`src/hw/rtl/b2rbc_pkg.sv`:
```
// Package for the BLAKE2s round block cipher: sequencer types, microcode and sigma schedule.
package b2rbc_pkg;

  localparam int ROUNDS   = 10;
  localparam int RND_W    = 4;
  localparam int PC_W     = 5;
  localparam int IN_TDW   = 72;
  localparam int OUT_TDW  = 40;

  typedef logic [PC_W-1:0]  pc_t;
  typedef logic [RND_W-1:0] rnd_t;

  typedef enum logic [2:0] {
    OP_IDLE,
    OP_FETCH,
    OP_GA,
    OP_GB,
    OP_DIAG,
    OP_UNDIAG,
    OP_EMIT
  } op_t;

  typedef enum logic [1:0] {
    BR_NEXT,
    BR_ROUND,
    BR_EMIT,
    BR_START
  } br_t;

  typedef struct packed {
    op_t        op;
    logic       rd_en;
    logic [3:0] rd_j;
    br_t        br;
  } ctl_t;

  localparam pc_t PC_START  = 5'd0;
  localparam pc_t PC_UNDIAG = 5'd18;
  localparam pc_t PC_EMIT   = 5'd19;
  localparam pc_t PC_IDLE   = 5'd20;

  localparam rnd_t LAST_ROUND = RND_W'(ROUNDS - 1);

  // one row per round, message index j in nibble j
  localparam logic [63:0] SIGMA [10] = '{
    64'hFEDCBA9876543210,
    64'h357B20C16DF984AE,
    64'h491763EADF250C8B,
    64'h8F04A562EBCD1397,
    64'hD386CB1EFA427509,
    64'h91EF57D438B0A6C2,
    64'hB8293670A4DEF15C,
    64'hA2684F05931CE7BD,
    64'h5A417D2C803B9EF6,
    64'h0DC3E9BF5167482A
  };

  function automatic logic [3:0] sigma(input rnd_t r, input logic [3:0] j);
    logic [63:0] row;
    row = 64'd0;
    if (r < rnd_t'(10)) begin
      row = SIGMA[r];
    end
    return row[{j, 2'b00} +: 4];
  endfunction

  // control store: one word per step of a round, then output and idle
  function automatic ctl_t ucode(input pc_t pc);
    ctl_t c;
    c = '{op: OP_IDLE, rd_en: 1'b0, rd_j: 4'd0, br: BR_START};
    case (pc)
      5'd0:  c = '{op: OP_FETCH,  rd_en: 1'b1, rd_j: 4'd0,  br: BR_NEXT};
      5'd1:  c = '{op: OP_GA,     rd_en: 1'b1, rd_j: 4'd1,  br: BR_NEXT};
      5'd2:  c = '{op: OP_GB,     rd_en: 1'b1, rd_j: 4'd2,  br: BR_NEXT};
      5'd3:  c = '{op: OP_GA,     rd_en: 1'b1, rd_j: 4'd3,  br: BR_NEXT};
      5'd4:  c = '{op: OP_GB,     rd_en: 1'b1, rd_j: 4'd4,  br: BR_NEXT};
      5'd5:  c = '{op: OP_GA,     rd_en: 1'b1, rd_j: 4'd5,  br: BR_NEXT};
      5'd6:  c = '{op: OP_GB,     rd_en: 1'b1, rd_j: 4'd6,  br: BR_NEXT};
      5'd7:  c = '{op: OP_GA,     rd_en: 1'b1, rd_j: 4'd7,  br: BR_NEXT};
      5'd8:  c = '{op: OP_GB,     rd_en: 1'b1, rd_j: 4'd8,  br: BR_NEXT};
      5'd9:  c = '{op: OP_DIAG,   rd_en: 1'b0, rd_j: 4'd0,  br: BR_NEXT};
      5'd10: c = '{op: OP_GA,     rd_en: 1'b1, rd_j: 4'd9,  br: BR_NEXT};
      5'd11: c = '{op: OP_GB,     rd_en: 1'b1, rd_j: 4'd10, br: BR_NEXT};
      5'd12: c = '{op: OP_GA,     rd_en: 1'b1, rd_j: 4'd11, br: BR_NEXT};
      5'd13: c = '{op: OP_GB,     rd_en: 1'b1, rd_j: 4'd12, br: BR_NEXT};
      5'd14: c = '{op: OP_GA,     rd_en: 1'b1, rd_j: 4'd13, br: BR_NEXT};
      5'd15: c = '{op: OP_GB,     rd_en: 1'b1, rd_j: 4'd14, br: BR_NEXT};
      5'd16: c = '{op: OP_GA,     rd_en: 1'b1, rd_j: 4'd15, br: BR_NEXT};
      5'd17: c = '{op: OP_GB,     rd_en: 1'b0, rd_j: 4'd0,  br: BR_NEXT};
      5'd18: c = '{op: OP_UNDIAG, rd_en: 1'b0, rd_j: 4'd0,  br: BR_ROUND};
      5'd19: c = '{op: OP_EMIT,   rd_en: 1'b0, rd_j: 4'd0,  br: BR_EMIT};
      default: c = '{op: OP_IDLE, rd_en: 1'b0, rd_j: 4'd0,  br: BR_START};
    endcase
    return c;
  endfunction

endpackage

```
`src/hw/rtl/blake2s_round_block_cipher.sv`:
```
// A request with index 15 starts the rounds, run by microcode on the single half-G unit;
// the results then follow, one result per cycle while out_tready stays high.
// Throughput: one load request per cycle while idle; none is taken during rounds or output.
// Reset: synchronous, active low; clears the sequencer and the output valid.
// The key and block stores are not cleared and hold nothing defined until written.
module blake2s_round_block_cipher (
  input  logic                          clk,
  input  logic                          rst_n,
  input  logic                          in_tvalid,
  output logic                          in_tready,
  input  logic [b2rbc_pkg::IN_TDW-1:0]  in_tdata,   // word_index[3:0], key_word[35:4], block_word[67:36]
  output logic                          out_tvalid,
  input  logic                          out_tready,
  output logic [b2rbc_pkg::OUT_TDW-1:0] out_tdata,  // out_index[3:0], out_word[35:4]
  output logic                          out_tlast
);

  b2rbc_pkg::pc_t  pc_r, pc_nxt;
  b2rbc_pkg::rnd_t round_r, round_nxt;
  b2rbc_pkg::ctl_t ctl;
  logic [3:0]      emit_cnt_r, emit_cnt_nxt;

  logic [31:0] v_r [16];
  logic [31:0] v_nxt [16];
  logic [31:0] key_mem [16];
  logic [31:0] key_q_r;
  logic [3:0]  key_addr;

  logic        out_tvalid_r, out_tvalid_nxt;
  logic [3:0]  out_index_r, out_index_nxt;
  logic [31:0] out_word_r, out_word_nxt;
  logic        out_last_r, out_last_nxt;

  logic [3:0]  in_idx;
  logic [31:0] in_key;
  logic [31:0] in_block;
  logic        in_acc;
  logic        emit_go;
  logic        is_gb;

  logic [31:0] ga, gb, gc, gd;
  logic [31:0] na, nb, nc, nd;
  logic [31:0] dx, bx;

  assign in_idx   = in_tdata[3:0];
  assign in_key   = in_tdata[35:4];
  assign in_block = in_tdata[67:36];

  assign ctl       = b2rbc_pkg::ucode(pc_r);
  assign in_tready = (ctl.op == b2rbc_pkg::OP_IDLE);
  assign in_acc    = in_tvalid && in_tready;
  assign emit_go   = (ctl.op == b2rbc_pkg::OP_EMIT) && (!out_tvalid_r || out_tready);
  assign is_gb     = (ctl.op == b2rbc_pkg::OP_GB);
  assign key_addr  = b2rbc_pkg::sigma(round_r, ctl.rd_j);

  // key store: written by load requests, one registered read port for message words
  always_ff @(posedge clk) begin
    if (in_acc) begin
      key_mem[in_idx] <= in_key;
    end
    if (ctl.rd_en) begin
      key_q_r <= key_mem[key_addr];
    end
  end

  // half of G on column zero; rotations pick the first or second half
  always_comb begin
    ga = v_r[0];
    gb = v_r[4];
    gc = v_r[8];
    gd = v_r[12];
    na = ga + gb + key_q_r;
    dx = gd ^ na;
    nd = is_gb ? {dx[7:0], dx[31:8]} : {dx[15:0], dx[31:16]};
    nc = gc + nd;
    bx = gb ^ nc;
    nb = is_gb ? {bx[6:0], bx[31:7]} : {bx[11:0], bx[31:12]};
  end

  // sequencer: next step
  always_comb begin
    pc_nxt       = pc_r;
    round_nxt    = round_r;
    emit_cnt_nxt = emit_cnt_r;
    case (ctl.br)
      b2rbc_pkg::BR_NEXT: begin
        pc_nxt = pc_r + b2rbc_pkg::pc_t'(1);
      end
      b2rbc_pkg::BR_ROUND: begin
        if (round_r == b2rbc_pkg::LAST_ROUND) begin
          pc_nxt    = b2rbc_pkg::PC_EMIT;
          round_nxt = '0;
        end else begin
          pc_nxt    = b2rbc_pkg::PC_START;
          round_nxt = round_r + b2rbc_pkg::rnd_t'(1);
        end
      end
      b2rbc_pkg::BR_EMIT: begin
        if (emit_go) begin
          emit_cnt_nxt = emit_cnt_r + 4'd1;
          if (emit_cnt_r == 4'd15) begin
            pc_nxt = b2rbc_pkg::PC_IDLE;
          end
        end
      end
      b2rbc_pkg::BR_START: begin
        if (in_acc && (in_idx == 4'd15)) begin
          pc_nxt       = b2rbc_pkg::PC_START;
          round_nxt    = '0;
          emit_cnt_nxt = 4'd0;
        end
      end
      default: begin
        pc_nxt = b2rbc_pkg::PC_IDLE;
      end
    endcase
  end

  // datapath driven by the control word
  always_comb begin
    v_nxt = v_r;
    case (ctl.op)
      b2rbc_pkg::OP_IDLE: begin
        if (in_acc) begin
          v_nxt[in_idx] = in_block;
        end
      end
      b2rbc_pkg::OP_GA: begin
        v_nxt[0]  = na;
        v_nxt[4]  = nb;
        v_nxt[8]  = nc;
        v_nxt[12] = nd;
      end
      b2rbc_pkg::OP_GB: begin
        // write back and rotate every row left so the next column sits at zero
        for (int k = 0; k < 4; k++) begin
          for (int i = 0; i < 3; i++) begin
            v_nxt[4*k+i] = v_r[4*k+i+1];
          end
        end
        v_nxt[3]  = na;
        v_nxt[7]  = nb;
        v_nxt[11] = nc;
        v_nxt[15] = nd;
      end
      b2rbc_pkg::OP_DIAG: begin
        for (int k = 0; k < 4; k++) begin
          for (int i = 0; i < 4; i++) begin
            v_nxt[4*k+i] = v_r[4*k+((i+k)&3)];
          end
        end
      end
      b2rbc_pkg::OP_UNDIAG: begin
        for (int k = 0; k < 4; k++) begin
          for (int i = 0; i < 4; i++) begin
            v_nxt[4*k+i] = v_r[4*k+((i+4-k)&3)];
          end
        end
      end
      b2rbc_pkg::OP_EMIT: begin
        // shift the whole state by one word; sixteen shifts restore it
        if (emit_go) begin
          for (int i = 0; i < 16; i++) begin
            v_nxt[i] = v_r[(i+1)&15];
          end
        end
      end
      default: begin
        v_nxt = v_r;
      end
    endcase
  end

  // output register
  always_comb begin
    out_tvalid_nxt = out_tvalid_r;
    out_index_nxt  = out_index_r;
    out_word_nxt   = out_word_r;
    out_last_nxt   = out_last_r;
    if (out_tvalid_r && out_tready) begin
      out_tvalid_nxt = 1'b0;
    end
    if (emit_go) begin
      out_tvalid_nxt = 1'b1;
      out_index_nxt  = emit_cnt_r;
      out_word_nxt   = v_r[0];
      out_last_nxt   = (emit_cnt_r == 4'd15);
    end
  end

  always_ff @(posedge clk) begin
    if (!rst_n) begin
      pc_r         <= b2rbc_pkg::PC_IDLE;
      round_r      <= '0;
      emit_cnt_r   <= 4'd0;
      out_tvalid_r <= 1'b0;
    end else begin
      pc_r         <= pc_nxt;
      round_r      <= round_nxt;
      emit_cnt_r   <= emit_cnt_nxt;
      out_tvalid_r <= out_tvalid_nxt;
    end
  end

  always_ff @(posedge clk) begin
    v_r         <= v_nxt;
    out_index_r <= out_index_nxt;
    out_word_r  <= out_word_nxt;
    out_last_r  <= out_last_nxt;
  end

  assign out_tvalid = out_tvalid_r;
  assign out_tdata  = {4'd0, out_word_r, out_index_r};
  assign out_tlast  = out_last_r;

  a_pc_range: assert property (@(posedge clk) disable iff (!rst_n)
    pc_r <= b2rbc_pkg::PC_IDLE)
    else $error("step counter beyond control store");

  a_round_range: assert property (@(posedge clk) disable iff (!rst_n)
    round_r <= b2rbc_pkg::LAST_ROUND)
    else $error("round counter beyond last round");

  a_start_seq: assert property (@(posedge clk) disable iff (!rst_n)
    (in_tvalid && in_tready && in_tdata[3:0] == 4'd15) |=> (pc_r == b2rbc_pkg::PC_START))
    else $error("start request did not launch the rounds");

  // any word before the last is shown only while the sequencer is still emitting
  a_emit_busy: assert property (@(posedge clk) disable iff (!rst_n)
    (out_tvalid && !out_tlast) |-> (pc_r == b2rbc_pkg::PC_EMIT))
    else $error("word shown while sequencer not emitting");

  a_index_step: assert property (@(posedge clk) disable iff (!rst_n)
    (out_tvalid && out_tready && !out_tlast) |=>
      (out_tvalid && out_tdata[3:0] == 4'($past(out_tdata[3:0]) + 4'd1)))
    else $error("result index did not advance by one");

endmodule

```
`config.mk`:
```
export PLATFORM = sky130hd
export DESIGN_NAME = blake2s_round_block_cipher
export DESIGN_NICKNAME = d
export VERILOG_FILES = /design/src/hw/rtl/b2rbc_pkg.sv /design/src/hw/rtl/blake2s_round_block_cipher.sv
export SDC_FILE = /design/constraint.sdc
export NUM_CORES = 2
export LEC_CHECK = 0
export BUFFER_PORTS_ARGS = -buffer_cell sky130_fd_sc_hd__buf_2
export CAP_MARGIN = 20
export CORE_MARGIN = 4
export CORE_UTILIZATION = 30
export CTS_CLUSTER_SIZE = 10
export DETAILED_ROUTE_END_ITERATION = 7
export SYNTH_ARGS = -nofsm -noshare
export SYNTH_HDL_FRONTEND = slang
export SYNTH_SLANG_ARGS = --single-unit
```
`constraint.sdc`:
```
create_clock -name clk -period 5.9 [get_ports clk]
set_input_delay 0.59 -clock clk [delete_from_list [all_inputs] [get_ports clk]]
set_output_delay 0.59 -clock clk [all_outputs]
set_load 0.01 [all_outputs]
```
# After elaboration in Yosys (flattened, before gate mapping)
# Memory sizes are Yosys's and may differ from the RTL's. A register that Yosys moved wholly into a read port is not among the register bits.
# Cells that the tools add are included.
[word_totals]
regBits = 563
mem_bits_rw = 512
rom_bits = 1344
inputBits = 76
out_inout_bits = 43
elab_cells = 123
mem_count = 3
[classes]
n_addsub = 6
order_cmp = 4
eq_ne = 16
shift = 1
muxes = 34
bitwise_logic = 4
reduce_logical = 32
[memory_table]
columns = ["name", "words", "width", "read_ports", "rd_clocked_by_memory_dff", "wr", "line_no", "rtl"]
rows = [
  ["(no name shown)", 16, 64, 1, 0, 0, "b2rbc_pkg.sv:62", "row = SIGMA[r];"],
  ["key_mem", 16, 32, 1, 1, 1, "blake2s_round_block_cipher.sv:25", "logic [31:0] key_mem [16];"],
  ["(no name shown)", 32, 10, 1, 1, 0, "b2rbc_pkg.sv:71", "case (pc)"],
]
[op_table]
columns = ["cell", "count"]
rows = [
  ["two-way mux 512 bit", 2],
  ["one-hot mux 96 bit (5 select lines)", 2],
  ["bitwise mux 512 bit", 1],
  ["one-hot mux 32 bit (5 select lines)", 3],
  ["one-hot mux 96 bit (4 select lines)", 1],
  ["one-hot mux 96 bit (3 select lines)", 1],
  ["two-way mux 64 bit", 3],
  ["demux 32 bit (select 4 bit)", 1],
  ["one-hot mux 32 bit (4 select lines)", 1],
  ["adder 32 bit", 3],
  ["two-way mux 32 bit", 3],
  ["indexed part select 64 x 7 -> 4 bit", 1],
  ["bitwise XOR 32 bit", 2],
  ["two-way mux 5 bit", 6],
  ["AND reduction 3 bit", 9],
  ["one-hot mux 5 bit (4 select lines)", 1],
  ["nonzero test 5 bit", 4],
  ["one-hot mux 4 bit (2 select lines)", 2],
  ["== test 4 bit (second input constant)", 3],
  ["two-way mux 4 bit", 3],
  [">= comparator 5 bit (second input constant)", 2],
  ["inverter 4 -> 5 bit", 2],
  ["== test 3 bit (second input constant)", 3],
  ["adder 4 x 1 -> 4 bit (second input constant)", 2],
  ["19 further kinds", 36],
]

# Logic depth before layout (Yosys ltp)
[logic_depth]
depth_word = 8
mapped_depth = 23

# Worst setup path after synthesis
# Ideal clock, no wire load.
[synth_timing]
path_kind = "register to register"
startpoint = "reg (tool-made name)"
endpoint = "reg (tool-made name)"
setup_time_ns = 0.268
t_arrival_ns = 5.561
slack_ns = 0.071
path_stages_with_launch = 24
synth_period_minus_slack_ns = 5.829
cell_sequence = "edfxtp_1 -> fa_1 -> ha_1 -> fa_1 -> a211oi_1 -> o21ai_0 -> a31oi_1 -> o221a_2 -> o21ai_0 -> a21oi_1 -> xor2_1 -> xor2_1 -> mux2i_1 -> ha_1 -> clkbuf_1 -> a21oi_1 -> o21ai_1 -> a311oi_1 -> o21ai_1 -> o21ai_0 -> or4b_2 -> o311ai_1 -> xnor2_1 -> o21ai_1"

==> reports/results.ini <==
[synthesis]
synth_area_um2 = 55000
synth_edf_count = 1093
ys.warnings.count = 0
yosysUniqueCellTypes = 93
synth.avg_cell_area_um2 = 12.9
async_flop_share_pct = 0
syn_inst = 4261
synth_flop_cell = edfxtp_1
synth_seq_area_share_pct = 60.5
ys_seq_elements = 1117

[clocking]
cts_buffers = 137
clockBufferDepth = 3
cts_sinks = 1117
ctsHoldBuffers = 0
cts_tree = done
clk_pin_slew_ns = 0.06
insertion_delay_ns = 0.79
cts_root_buf = clkbuf_16
h-tree-depth = 4

[global_route]
grt_max_degree = 101
grt_pass1_vias = 39900
grt_overflow = 0
antenna_found_initial = 28
track_usage_pct = 20.2
grt_pass1_wl_mm = 285

[die]
die_x_um = 436
die_y_um = 436
start_util_pct = 30.3
std_cell_rows = 156
core_area_um2 = 182000
die-area_um2 = 190000
io_pins = 119

[place]
gp_congestion = 0.960
pre_cts_slack_ns = -0.842
port_buffers = 110
dpl.hpwl_mm = 134
dpl_cell_area_um2 = 61400

[timing]
layout_setup_ws_ns = -0.0417
hold_viol_final = 0
period_share_pct = 101
period_needed_ns = 5.94
clock_skew_ns = 0.0317
worstMarginPinSlew_ns = 1.14
timing.slew.headroom_pct = 23.3
final_max_slew_viol_count = 0
rsz0062_at_grt = true
fmax_ghz = 0.168
setup_viol = 5

[hold_path]
worstHoldPathType = in -> reg
hold_path_depth = 1

[detailed_routing]
antenna_left = 0
wl_per_cell_um = 28.2
drc = 145
vias_per_cell = 5.85
drt_pre_antenna_iters = 8
routed_wl_mm = 201
routed-via-count = 41700
dr.first_iter.drc_count = 7800

[finish]
drive_gt1_share_pct = 27.0
fin_nets = 4864
final_util_pct = 37.0
final_cell_mix = 1,093 x edfxtp_1, 501 x buf_4, 337 x nand2_1
final_common_cell = edfxtp_1
fill_cells = 17200
areaGrowthSynthToFinish_pct = 22.2
final_cell_area_um2 = 67200

[status]
violations = DRC, setup timing
status = complete, but fails checks

[setup_path]
rr_worst_depth = 26
critical_path_class = reg -> reg
critPathRequiredTime_ns = 6.39
critPathLaunchType = flip-flop
endpoint_kind = flip-flop
arrival_ns = 6.43
critPathMaxFanout = 5

[job]
maxCapViolCount = 0

## path summary, 6_finish.rpt
path | to | slack, ns | start
setup / recovery | flip-flop | -0.04 | flip-flop
hold / removal | key_mem[15][25] | 0.19 | in_tdata[29]
setup reg to reg | flip-flop | -0.04 | flip-flop
hold reg to reg | out_index_r[1] | 0.50 | emit_cnt_r[1]
## repair_timing
| item | in CTS | in global routing |
|---|---|---|
| pin swaps | 55 | 54 |
| resized for setup | 110 | 174 |
| buffers inserted | 23 | 35 |
| hold endpoints to repair | 0 | 0 |
| setup endpoints to repair | 79 | 75 |
## cells in the mapped netlist, drive strengths merged (21+ instances only)
cell,count,area share [%]
a21o,30,0.41
a21oi,119,1.1
a222oi,333,6.1
a22oi,120,1.6
a31oi,21,0.25
buf,99,0.97
clkbuf,277,1.9
dfxtp,24,0.87
edfxtp,1093,60
fa,34,1.2
ha,78,1.8
inv,272,1.9
mux2,197,4.0
mux2i,80,1.5
mux4,35,1.4
nand2,348,2.4
nand3,93,0.86
nor2,150,1.0
nor3,32,0.31
nor4,35,0.60
o21ai,237,2.2
o22ai,125,1.4
o32ai,35,0.56
o41ai,22,0.36
xnor2,69,1.1
xor2,52,0.83
## worst max-delay path, stage by stage (launching register included)
cell	delay [ns]
edfxtp_1	0.41
buf_12	0.17
fa_1	0.47
ha_1	0.32
a21o_1	0.21
a21oi_2	0.13
o21bai_2	0.11
a2111oi_4	0.34
buf_4	0.19
o21ai_2	0.07
o31ai_4	0.30
buf_4	0.17
xor2_2	0.17
xor2_1	0.21
buf_4	0.18
a21oi_4	0.08
ha_4	0.32
nand4_1	0.14
buf_4	0.18
nor4_4	0.28
nand2b_1	0.14
o2111a_2	0.31
nor2_4	0.13
a21oi_4	0.08
xnor2_2	0.20
xor2_1	0.26
o41ai_2	0.10
## area by class of cell
type                       count  area [um^2]  share of cell area (%)
inverter                     274         1030                    1.53
clock buffer                 168         3670                    5.46
clock inverter                28          224                   0.333
timing repair buffer         649         4970                    7.39
multi-input combinational   2497        21000                    31.2
sequential                  1117        33300                    49.6
tap                         2370         2970                    4.41
antenna                       13         32.5                  0.0484
## layer usage
| layer | GRT usage [%] | vias up | wire length, um |
|---|---|---|---|
| met2 | 31.7 | 2813 | 90600 |
| li1 | - | 17700 | - |
| met3 | 4.81 | 501 | 22700 |
| met4 | 9.77 | 14 | 11200 |
| met5 | 0 | - | 100 |
| met1 | 26.2 | 20600 | 76100 |
## cell families (layout without fill, tap and decap cells)
group	count (synthesis)	after routing	share of synthesized area, %
DFF	1117	1117	60.5
xor gates and xnor gates	129	129	2.27
AOI/OAI and AO/OA	1177	1177	16.1
and+or+nand+nor	763	763	6.46
muxes	312	312	6.92
other	1	17	0.00682
buffers and inverters	650	1119	4.73
adders and majority gates	112	112	3.01
## metrics by stage
stage | setup TNS, ns | hold WS (ns) | instances
after floorplan | 0 | 0.443 | 4264
after global placement | -29.67 | 0.464 | 6861
after detailed placement | -32.98 | 0.480 | 6861
after CTS | -0.0626 | 0.144 | 7078
after global routing | -5.40 | 0.171 | 7105
final | -0.106 | 0.187 | 7116
Power is left out: the tool's default activity adds up to more than one toggle a clock period on the data nets, which glitch-free logic cannot reach.
